$ cat config.mk
export PLATFORM = sky130hd
export DESIGN_NAME = ptp_strict_priority_queue_core
export DESIGN_NICKNAME = d
export VERILOG_FILES = /design/src/rtl/spq_pkg.sv /design/src/rtl/spq_ram.sv /design/src/rtl/spq_ctrl.sv /design/src/rtl/spq_dpath.sv /design/src/rtl/ptp_strict_priority_queue_core.sv
export SDC_FILE = /design/constraint.sdc
export NUM_CORES = 2
export LEC_CHECK = 0
export ABC_CLOCK_PERIOD_IN_PS = 5200
export BUFFER_PORTS_ARGS = -buffer_cell sky130_fd_sc_hd__clkbuf_2
export CAP_MARGIN = 0
export CORE_ASPECT_RATIO = 1.2
export CORE_UTILIZATION = 50
export CTS_BUF_LIST = sky130_fd_sc_hd__clkbuf_4 sky130_fd_sc_hd__clkbuf_8
export CTS_CLUSTER_SIZE = 16
export DETAILED_ROUTE_END_ITERATION = 10
export PLACE_DENSITY_LB_ADDON = 0.2
export SLEW_MARGIN = 5
export SYNTH_ARGS = -nofsm -noshare
export SYNTH_HDL_FRONTEND = slang
export SYNTH_SLANG_ARGS = --single-unit
$ cat constraint.sdc
create_clock -name i_clk -period 5.2 [get_ports i_clk]
set_clock_uncertainty 0.1 [all_clocks]
set_input_delay 0.26 -clock i_clk [delete_from_list [all_inputs] [get_ports i_clk]]
set_output_delay 0.26 -clock i_clk [all_outputs]
set_load 0.1 [all_outputs]
$ cat src/rtl/spq_pkg.sv
// ----------------------------------------------------------------------------
// spq_pkg
// Types, sizes and helpers shared by the strict priority queue modules.
// ----------------------------------------------------------------------------
package spq_pkg;

    localparam int QUEUE_DEPTH = 64;
    localparam int HANDLE_BITS = 16;

    localparam int FIELD_W = 16;
    localparam int CAP_W   = 7;
    localparam int TOTAL_W = 8;
    localparam int PTR_W   = $clog2(QUEUE_DEPTH);
    localparam int CNT_W   = $clog2(QUEUE_DEPTH + 1);
    localparam int SLOT_W  = CNT_W + 1;
    localparam int LIM_W   = (CNT_W > CAP_W) ? CNT_W : CAP_W;
    localparam int SUM_W   = (CNT_W + 1 > TOTAL_W) ? CNT_W + 1 : TOTAL_W;

    localparam logic [FIELD_W-1:0] PORT_EVENT   = FIELD_W'(319);
    localparam logic [FIELD_W-1:0] PORT_GENERAL = FIELD_W'(320);

    typedef enum logic [0:0] {
        CMD_ENQUEUE = 1'b0,
        CMD_DEQUEUE = 1'b1
    } t_command;

    typedef enum logic [1:0] {
        ST_ENQUEUED  = 2'd0,
        ST_DROPPED   = 2'd1,
        ST_DEQUEUED  = 2'd2,
        ST_EMPTY     = 2'd3
    } t_status;

    typedef struct packed {
        t_command             command;
        logic [FIELD_W-1:0]   packet_handle;
        logic                 is_udp_in_ipv4;
        logic [FIELD_W-1:0]   udp_dest_port;
    } t_in_word;

    typedef struct packed {
        t_status              status;
        logic [FIELD_W-1:0]   out_handle;
        logic                 out_timing_class;
        logic [TOTAL_W-1:0]   total_length;
    } t_out_word;

    // controller to datapath
    typedef struct packed {
        logic enq_load;
        logic deq_start;
        logic pop_load;
    } t_cmd;

    // datapath to controller
    typedef struct packed {
        logic is_dequeue;
    } t_stat;

    function automatic logic [HANDLE_BITS-1:0] to_store(input logic [FIELD_W-1:0] h);
        logic [HANDLE_BITS-1:0] r;
        r = '0;
        for (int i = 0; i < HANDLE_BITS; i++) begin
            if (i < FIELD_W) begin
                r[i] = h[i];
            end
        end
        return r;
    endfunction

    function automatic logic [FIELD_W-1:0] from_store(input logic [HANDLE_BITS-1:0] s);
        logic [FIELD_W-1:0] r;
        r = '0;
        for (int i = 0; i < FIELD_W; i++) begin
            if (i < HANDLE_BITS) begin
                r[i] = s[i];
            end
        end
        return r;
    endfunction

    function automatic logic [TOTAL_W-1:0] total_of(input logic [CNT_W-1:0] a,
                                                     input logic [CNT_W-1:0] b);
        logic [SUM_W-1:0] s;
        s = SUM_W'(a) + SUM_W'(b);
        if (s > SUM_W'((1 << TOTAL_W) - 1)) begin
            return {TOTAL_W{1'b1}};
        end
        return s[TOTAL_W-1:0];
    endfunction

endpackage

$ cat src/rtl/spq_ram.sv
// ----------------------------------------------------------------------------
// spq_ram
// Generic simple dual port RAM, one write and one registered read port.
// ----------------------------------------------------------------------------
module spq_ram #(
    parameter int WIDTH = 16,
    parameter int DEPTH = 64
) (
    input  logic                     i_clk,
    input  logic                     i_we,
    input  logic [$clog2(DEPTH)-1:0] i_waddr,
    input  logic [WIDTH-1:0]         i_wdata,
    input  logic                     i_re,
    input  logic [$clog2(DEPTH)-1:0] i_raddr,
    output logic [WIDTH-1:0]         o_rdata
);

    logic [WIDTH-1:0] r_mem [DEPTH];
    logic [WIDTH-1:0] r_rdata;

    always_ff @(posedge i_clk) begin
        if (i_we) begin
            r_mem[i_waddr] <= i_wdata;
        end
        if (i_re) begin
            r_rdata <= r_mem[i_raddr];
        end
    end

    assign o_rdata = r_rdata;

endmodule

$ cat src/rtl/spq_ctrl.sv
// ----------------------------------------------------------------------------
// spq_ctrl
// Sequencer: takes a word, issues push or pop, owns the result valid flag.
// ----------------------------------------------------------------------------
module spq_ctrl (
    input  logic           i_clk,
    input  logic           i_rst_n,
    input  logic           i_in_valid,
    output logic           o_in_ready,
    output logic           o_out_valid,
    input  logic           i_out_ready,
    input  spq_pkg::t_stat i_stat,
    output spq_pkg::t_cmd  o_cmd
);

    typedef enum logic [0:0] {
        S_IDLE,
        S_POP
    } t_state;

    t_state r_state, n_state;
    logic   r_out_valid, n_out_valid;
    logic   accept;

    // the result slot must be free, or be emptied on this edge
    assign o_in_ready = (r_state == S_IDLE) && (!r_out_valid || i_out_ready);
    assign accept     = i_in_valid && o_in_ready;

    always_comb begin
        o_cmd.enq_load  = accept && !i_stat.is_dequeue;
        o_cmd.deq_start = accept && i_stat.is_dequeue;
        o_cmd.pop_load  = (r_state == S_POP);
    end

    always_comb begin
        n_state     = r_state;
        n_out_valid = r_out_valid && !i_out_ready;
        unique case (r_state)
            S_IDLE: begin
                if (o_cmd.enq_load) begin
                    n_out_valid = 1'b1;
                end
                if (o_cmd.deq_start) begin
                    n_state = S_POP;
                end
            end
            S_POP: begin
                n_out_valid = 1'b1;
                n_state     = S_IDLE;
            end
            default: begin
                n_state = S_IDLE;
            end
        endcase
    end

    always_ff @(posedge i_clk) begin
        if (!i_rst_n) begin
            r_state     <= S_IDLE;
            r_out_valid <= 1'b0;
        end else begin
            r_state     <= n_state;
            r_out_valid <= n_out_valid;
        end
    end

    assign o_out_valid = r_out_valid;

endmodule

$ cat src/rtl/spq_dpath.sv
// ----------------------------------------------------------------------------
// spq_dpath
// Class decode, per-class FIFO pointers and stores, limit check, result word.
// ----------------------------------------------------------------------------
module spq_dpath (
    input  logic                            i_clk,
    input  logic                            i_rst_n,
    input  spq_pkg::t_in_word               i_in_word,
    input  logic                            i_cfg_we,
    input  logic [spq_pkg::CAP_W-1:0]       i_cfg_data,
    input  spq_pkg::t_cmd                   i_cmd,
    output spq_pkg::t_stat                  o_stat,
    output spq_pkg::t_out_word              o_out_word
);

    logic [spq_pkg::CAP_W-1:0] r_cap;
    logic [spq_pkg::PTR_W-1:0] r_t_head, n_t_head, r_r_head, n_r_head;
    logic [spq_pkg::CNT_W-1:0] r_t_cnt, n_t_cnt, r_r_cnt, n_r_cnt;
    logic                      r_pop_timing, r_pop_any;
    spq_pkg::t_out_word        r_out;

    logic                           is_timing;
    logic [spq_pkg::LIM_W-1:0]      limit;
    logic [spq_pkg::CNT_W-1:0]      cls_cnt;
    logic [spq_pkg::PTR_W-1:0]      cls_head;
    logic [spq_pkg::SLOT_W-1:0]     slot_sum;
    logic [spq_pkg::PTR_W-1:0]      wslot;
    logic                           push_ok;
    logic [spq_pkg::HANDLE_BITS-1:0] store_h;
    logic [spq_pkg::HANDLE_BITS-1:0] t_rdata, r_rdata;
    logic [spq_pkg::CNT_W-1:0]      enq_t_cnt, enq_r_cnt;

    assign o_stat.is_dequeue = (i_in_word.command == spq_pkg::CMD_DEQUEUE);

    assign is_timing = i_in_word.is_udp_in_ipv4 &&
                       (i_in_word.udp_dest_port == spq_pkg::PORT_EVENT ||
                        i_in_word.udp_dest_port == spq_pkg::PORT_GENERAL);

    always_comb begin
        if (r_cap == '0 || spq_pkg::LIM_W'(r_cap) > spq_pkg::LIM_W'(spq_pkg::QUEUE_DEPTH)) begin
            limit = spq_pkg::LIM_W'(spq_pkg::QUEUE_DEPTH);
        end else begin
            limit = spq_pkg::LIM_W'(r_cap);
        end
    end

    assign cls_cnt  = is_timing ? r_t_cnt : r_r_cnt;
    assign cls_head = is_timing ? r_t_head : r_r_head;
    assign push_ok  = spq_pkg::LIM_W'(cls_cnt) < limit;
    assign store_h  = spq_pkg::to_store(i_in_word.packet_handle);

    // tail slot, wraps once since head stays below the depth and count never exceeds it
    always_comb begin
        slot_sum = spq_pkg::SLOT_W'(cls_head) + spq_pkg::SLOT_W'(cls_cnt);
        if (slot_sum >= spq_pkg::SLOT_W'(spq_pkg::QUEUE_DEPTH)) begin
            slot_sum = slot_sum - spq_pkg::SLOT_W'(spq_pkg::QUEUE_DEPTH);
        end
        wslot = slot_sum[spq_pkg::PTR_W-1:0];
    end

    spq_ram #(
        .WIDTH (spq_pkg::HANDLE_BITS),
        .DEPTH (spq_pkg::QUEUE_DEPTH)
    ) u_timing_ram (
        .i_clk   (i_clk),
        .i_we    (i_cmd.enq_load && push_ok && is_timing),
        .i_waddr (wslot),
        .i_wdata (store_h),
        .i_re    (i_cmd.deq_start),
        .i_raddr (r_t_head),
        .o_rdata (t_rdata)
    );

    spq_ram #(
        .WIDTH (spq_pkg::HANDLE_BITS),
        .DEPTH (spq_pkg::QUEUE_DEPTH)
    ) u_regular_ram (
        .i_clk   (i_clk),
        .i_we    (i_cmd.enq_load && push_ok && !is_timing),
        .i_waddr (wslot),
        .i_wdata (store_h),
        .i_re    (i_cmd.deq_start),
        .i_raddr (r_r_head),
        .o_rdata (r_rdata)
    );

    always_comb begin
        enq_t_cnt = r_t_cnt;
        enq_r_cnt = r_r_cnt;
        if (push_ok && is_timing) begin
            enq_t_cnt = r_t_cnt + 1'b1;
        end
        if (push_ok && !is_timing) begin
            enq_r_cnt = r_r_cnt + 1'b1;
        end
    end

    always_comb begin
        n_t_head = r_t_head;
        n_r_head = r_r_head;
        n_t_cnt  = r_t_cnt;
        n_r_cnt  = r_r_cnt;
        priority if (i_cmd.enq_load) begin
            n_t_cnt = enq_t_cnt;
            n_r_cnt = enq_r_cnt;
        end else if (i_cmd.deq_start && r_t_cnt != '0) begin
            n_t_cnt  = r_t_cnt - 1'b1;
            n_t_head = (r_t_head == spq_pkg::PTR_W'(spq_pkg::QUEUE_DEPTH - 1)) ?
                       '0 : r_t_head + 1'b1;
        end else if (i_cmd.deq_start && r_r_cnt != '0) begin
            n_r_cnt  = r_r_cnt - 1'b1;
            n_r_head = (r_r_head == spq_pkg::PTR_W'(spq_pkg::QUEUE_DEPTH - 1)) ?
                       '0 : r_r_head + 1'b1;
        end else begin
            n_t_cnt = r_t_cnt;
        end
    end

    always_ff @(posedge i_clk) begin
        if (!i_rst_n) begin
            r_cap    <= '0;
            r_t_head <= '0;
            r_r_head <= '0;
            r_t_cnt  <= '0;
            r_r_cnt  <= '0;
        end else begin
            if (i_cfg_we) begin
                r_cap <= i_cfg_data;
            end
            r_t_head <= n_t_head;
            r_r_head <= n_r_head;
            r_t_cnt  <= n_t_cnt;
            r_r_cnt  <= n_r_cnt;
        end
    end

    // pop choice and result word carry no reset
    always_ff @(posedge i_clk) begin
        if (i_cmd.deq_start) begin
            r_pop_timing <= (r_t_cnt != '0);
            r_pop_any    <= (r_t_cnt != '0) || (r_r_cnt != '0);
        end
        if (i_cmd.enq_load) begin
            r_out.status           <= push_ok ? spq_pkg::ST_ENQUEUED : spq_pkg::ST_DROPPED;
            r_out.out_handle       <= push_ok ? '0 : spq_pkg::from_store(store_h);
            r_out.out_timing_class <= is_timing;
            r_out.total_length     <= spq_pkg::total_of(enq_t_cnt, enq_r_cnt);
        end else if (i_cmd.pop_load) begin
            // counters already reflect the pop
            r_out.status           <= r_pop_any ? spq_pkg::ST_DEQUEUED : spq_pkg::ST_EMPTY;
            r_out.out_handle       <= !r_pop_any ? '0 :
                                      spq_pkg::from_store(r_pop_timing ? t_rdata : r_rdata);
            r_out.out_timing_class <= r_pop_timing;
            r_out.total_length     <= spq_pkg::total_of(r_t_cnt, r_r_cnt);
        end
    end

    assign o_out_word = r_out;

endmodule

$ cat src/rtl/ptp_strict_priority_queue_core.sv
// ----------------------------------------------------------------------------
// ptp_strict_priority_queue_core
// Two-class strict priority packet queue, timing class served before regular.
//
//   channel   direction  handshake                 word
//   in        in         i_in_valid / o_in_ready   t_in_word (enqueue or dequeue)
//   out       out        o_out_valid / i_out_ready t_out_word (one per input word)
//   cfg       in         i_cfg_valid / o_cfg_ready frame_capacity, 7 bits
//
// enqueues sustain one word per cycle while each result is taken in turn
// a dequeue passes through S_POP, where no new word is taken: the class store read is registered before the result
// a new word is taken while a result waits only if that result leaves on the same edge
// synchronous active-low reset clears pointers, counts and capacity; no clearing pass
// ----------------------------------------------------------------------------
module ptp_strict_priority_queue_core (
    input  logic                          i_clk,
    input  logic                          i_rst_n,
    input  logic                          i_in_valid,
    output logic                          o_in_ready,
    input  spq_pkg::t_in_word             i_in_word,
    output logic                          o_out_valid,
    input  logic                          i_out_ready,
    output spq_pkg::t_out_word            o_out_word,
    input  logic                          i_cfg_valid,
    output logic                          o_cfg_ready,
    input  logic [spq_pkg::CAP_W-1:0]     i_cfg_data
);

    spq_pkg::t_cmd  cmd;
    spq_pkg::t_stat stat;

    assign o_cfg_ready = 1'b1;

    spq_ctrl u_ctrl (
        .i_clk       (i_clk),
        .i_rst_n     (i_rst_n),
        .i_in_valid  (i_in_valid),
        .o_in_ready  (o_in_ready),
        .o_out_valid (o_out_valid),
        .i_out_ready (i_out_ready),
        .i_stat      (stat),
        .o_cmd       (cmd)
    );

    spq_dpath u_dpath (
        .i_clk      (i_clk),
        .i_rst_n    (i_rst_n),
        .i_in_word  (i_in_word),
        .i_cfg_we   (i_cfg_valid && o_cfg_ready),
        .i_cfg_data (i_cfg_data),
        .i_cmd      (cmd),
        .o_stat     (stat),
        .o_out_word (o_out_word)
    );

endmodule
==> impl_summary.md <==
Timing
Across all hold checks on the routed design, the worst slack comes to 0.243 ns. At the pin with the least slew margin, the transition time is 1.38 ns. The max-slew violation count is 0. The post-route setup TNS is 0 ns. Counting I/O delays and the setup requirement, the final critical path takes ~4.5 ns. The number of endpoints failing setup at the final stage is 0. Setup repair after global routing left no endpoint under its margin. Derived from the worst setup path, the maximum achievable clock frequency is 0.220 GHz. Measured against its own limit, the worst slew margin works out to 0.0797. The number of hold violations in the final report is 0. The final critical-path share of the clock period is 0.874.

Routing
The wire length per cell after detailed routing is 31.0 um. The first-pass detailed-route iteration total is 7. The routed layout has a little under 40,000 vias. In the routed layout, each cell is associated on average with a via count of 6.06.

After detailed routing, the total wire length is between 200,000 and 250,000 um. The antenna violation net count after detailed routing is 0. For this block, the initial DRC count from the detailed router was ~4,000. In the routed design, unresolved DRC markers number 0.

Power
The design draws between 30 and 40 mW. Internal power comes to 28.0 mW. The maximum vdd ir drop is about 0.32 mV. The power share of the sequential group is 0.528. Of the total power, the clock network draws 0.370. In this run the power spent charging and discharging nets is 8.58 mW. The share of total power dissipated in combinational logic is 0.103. The leakage power figure is about 30 nW.

Of the total power, the share spent switching nets is 0.234. The power density over the cells is 382 mW/mm^2.

Clock tree
For the worst-skew pair, the clock arrives at the later sink with an insertion delay of 1.04 ns. The number of clock buffers inserted by TritonCTS is 342. TritonCTS built the clock tree. The TritonCTS sink count is ~2,100. CTS built an H-tree with a depth of 5.

The root buffer cell chosen for the clock tree is clkbuf_8. In this run the deepest clock path goes through 4 buffers. The number of hold buffers added after CTS was 52. The clock-pin slew on the worst setup and hold paths is 0.06 ns. Post-CTS timing repair inserted 0 buffers for setup. Post-CTS repair changed the size of 0 cells.

Yosys
For this run, the number of Yosys warnings is 0. The number of instances in the synthesized netlist is 3,583. Counting flops with a built-in enable in the synthesized netlist gives between 2,000 and 2,500. Yosys attributes the largest share of cell area to edfxtp_1 (76%), mux4_2 (18%), dfxtp_1 (0.84%).

The predominant post-synthesis flop cell is edfxtp_1. A synthesized cell averages 23.3 um^2. Synthesis inferred 2,144 register bits.

Counting flops with an async set or reset pin after synthesis yields a share of 0. The number of unique standard cell types used by synthesis is 66. The area share of the largest cell type after synthesis is 0.759. The post-synthesis instance area is 0.0834 mm^2. The sequential cell area fraction in the yosys report is 0.768.

The number of nets in the synthesized netlist is 3,661. The cell type contributing the most total cell area after synthesis is edfxtp_1.

Worst hold path
The worst min-delay path category is input port to register.

Floorplanning
The floorplan has 163 rows. The floorplan die area is 0.168 mm^2. The chip height is around 450 um. The die is 375 um wide.

The region available for standard cell placement spans 0.165 mm^2. The starting density of the core is 0.506. During I/O placement, the number of pins put on the boundary was 76.

Global route
In this run the most used layer during global routing was met2. The initial antenna violation count is 14. For this run the aggregate overflow at the end of global routing stands at 0. The met3 routing resource usage after global routing is 0.0439. The overall fraction of global-route tracks in use is 0.243. Entering global routing, the biggest net connects 90 pins. The wire length of the first global-routing pass is 291,000 um. The number of global-route vias before repair is approximately 40,000. The met2 usage in global routing is 0.401.

For this run, global-route usage on met1 was measured as 0.334.

Worst setup path
Of all nets on the critical path, the largest fanout is 4. STA puts the critical path data required time at 5.88 ns. The worst setup path is of the register to register kind. The critical path arrival is about 5.2 ns. The kind of capture point of the worst setup path is a register. STA classifies the critical path startpoint as a register.

Layout
The final core utilization is 0.580. The number of fill cells is 11,873. The multi-input combinational cell area is 0.0186 mm^2. Compared with the post-synthesis result, the final layout area differs by 14.8%. The area of all placed cells without fillers is 0.0958 mm^2. The count of nets after finishing is 4,204. The area used by sequential logic in the layout is between 0.06 and 0.07 mm^2.

The ratio of cells with drive above 1 in the final layout is 0.352.

Place
The placed wire-length estimate is 121,000 um. The count of buffers added on input and output ports is 74. The placed instance area is 0.0890 mm^2.

The global placement routability congestion is 0.846.

Job
The tool flagged a number of max-cap violations equal to 0.

Run status
The flow ran to the end, and the final reports show no timing, DRC or antenna violations.
[critical path: stages, from the launching register on]
cell	delay (ns)
dfxtp_1	0.35
nor4_2	0.35
a21o_1	0.18
inv_1	0.05
ha_1	0.32
a21oi_1	0.15
o21ai_0	0.12
a211oi_1	0.27
o211ai_1	0.13
a21o_1	0.20
nand2_2	0.08
nand2b_1	0.11
xnor2_1	0.15
ha_1	0.25
fa_1	0.48
or2_2	0.29
a2bb2oi_1	0.15
a41o_1	0.25
a21oi_1	0.18
or4b_1	0.13
nand3_1	0.05
[sequential cells by signal, summed over array words and instances, names as in the netlist]
signal                         flops
u_dpath.u_timing_ram.o_rdata      16
u_dpath.r_cap                      7
u_dpath.r_r_cnt                    7
u_dpath.o_out_word                27
u_dpath.r_t_cnt                    7
u_dpath.r_pop_any                  1
u_ctrl.o_out_valid                 1
u_dpath.r_t_head                   6
u_dpath.u_timing_ram.r_mem      1024
u_dpath.u_regular_ram.o_rdata     16
u_dpath.u_regular_ram.r_mem     1024
u_dpath.r_pop_timing               1
u_ctrl.r_state                     1
u_dpath.r_r_head                   6
[cell usage after synthesis, drive strengths merged (3+ instances only)]
master  number
o211ai       7
xnor2       34
dfxtp       35
nor2b       11
a211oi       3
ha          30
mux4       672
o21a         4
mux2        13
a21o         4
buf         68
nand4       13
nand2b       8
clkbuf     120
o21ai       31
nand3       18
and2        13
nand2       82
o211a        3
or3          5
a21oi       27
a21boi       5
nor4         7
mux2i       25
o21bai       6
nor2       159
nor3         3
and3         4
inv         19
edfxtp    2109
xor2        13
[through the flow]
step | instances | setup WS (ns)
detailed placement | 5875 | -0.0536
floorplan | 3583 | 0.0207
global placement | 5875 | 0.0894
finish | 6503 | 0.656
global route | 6496 | 0.324
CTS | 6494 | 0.659
[path summary, 6_finish.rpt]
check / from / end / slack [ns] / cells after the start
worst max-delay path: u_dpath.r_cap[0]$_SDFFE_PN0P_ / u_dpath.o_out_word[6]$_DFFE_PP_ / 0.66 / 20
worst min-delay path: i_in_word[22] / u_dpath.u_regular_ram.r_mem[60][5]$_DFFE_PP_ / 0.24 / 2
worst max register to register: u_dpath.r_cap[0]$_SDFFE_PN0P_ / u_dpath.o_out_word[6]$_DFFE_PP_ / 0.66 / 20
worst min register to register: u_dpath.u_regular_ram.o_rdata[1]$_DFFE_PP_ / u_dpath.o_out_word[10]$_DFFE_PP_ / 0.52 / 2
[power groups by stage]
stage	combinational, mW	sequential (mW)	clock [mW]
4_1_cts	3.82	19.3	13.8
3_3_place_gp	3.74	19.7	0
6_report	3.77	19.3	13.5
2_1_floorplan	2.27	19.7	0
5_1_grt	3.98	19.3	14.5
3_5_place_dp	3.77	19.7	0
[per-layer routing]
metal  routed length (um)  share of wire  vias to the layer above
li1                     -              -                    16384
met1                81400           0.40                    21329
met2               102000           0.51                     1436
met3                13200          0.065                      251
met4                 4790          0.024                        2
met5                   13       0.000064                        -
[cells in the final DEF (no fill, tap or decap), drive strengths merged, types with 7 or more instances in the layout]
cell and count:
edfxtp 2109, mux4 672, clkbuf 513, buf 277
nor2 159, clkinv 98, nand2 82, dlygate4sd3 52
dfxtp 35, xnor2 34, o21ai 31, ha 30
a21oi 27, mux2i 25, inv 23, nand3 18
nand4 13, mux2 13, and2 13, xor2 13
nor2b 11, diode 9, nand2b 8, o211ai 7
nor4 7
[area by class of cell]
class	count	area share
Antenna cell	9	0.000235
Clock inverter	112	0.00666
Clock buffer	455	0.0588
Multi-Input combinational cell	1232	0.194
Sequential cell	2144	0.669
Inverter	19	0.000745
Tap cell	2145	0.0280
Timing Repair Buffer	387	0.0423
[cell families after synthesis]
kind of cell / share of synthesized area
buffers and inverters: 0.00952
AND/OR/NAND/NOR: 0.0181
other: 0.0000450
multiplexers: 0.186
adder cells (fa/ha/maj): 0.00511
XOR/XNOR: 0.00525
flip-flops: 0.768
AO/OA/AOI/OAI: 0.00820
(Power assumes the default switching activity.)
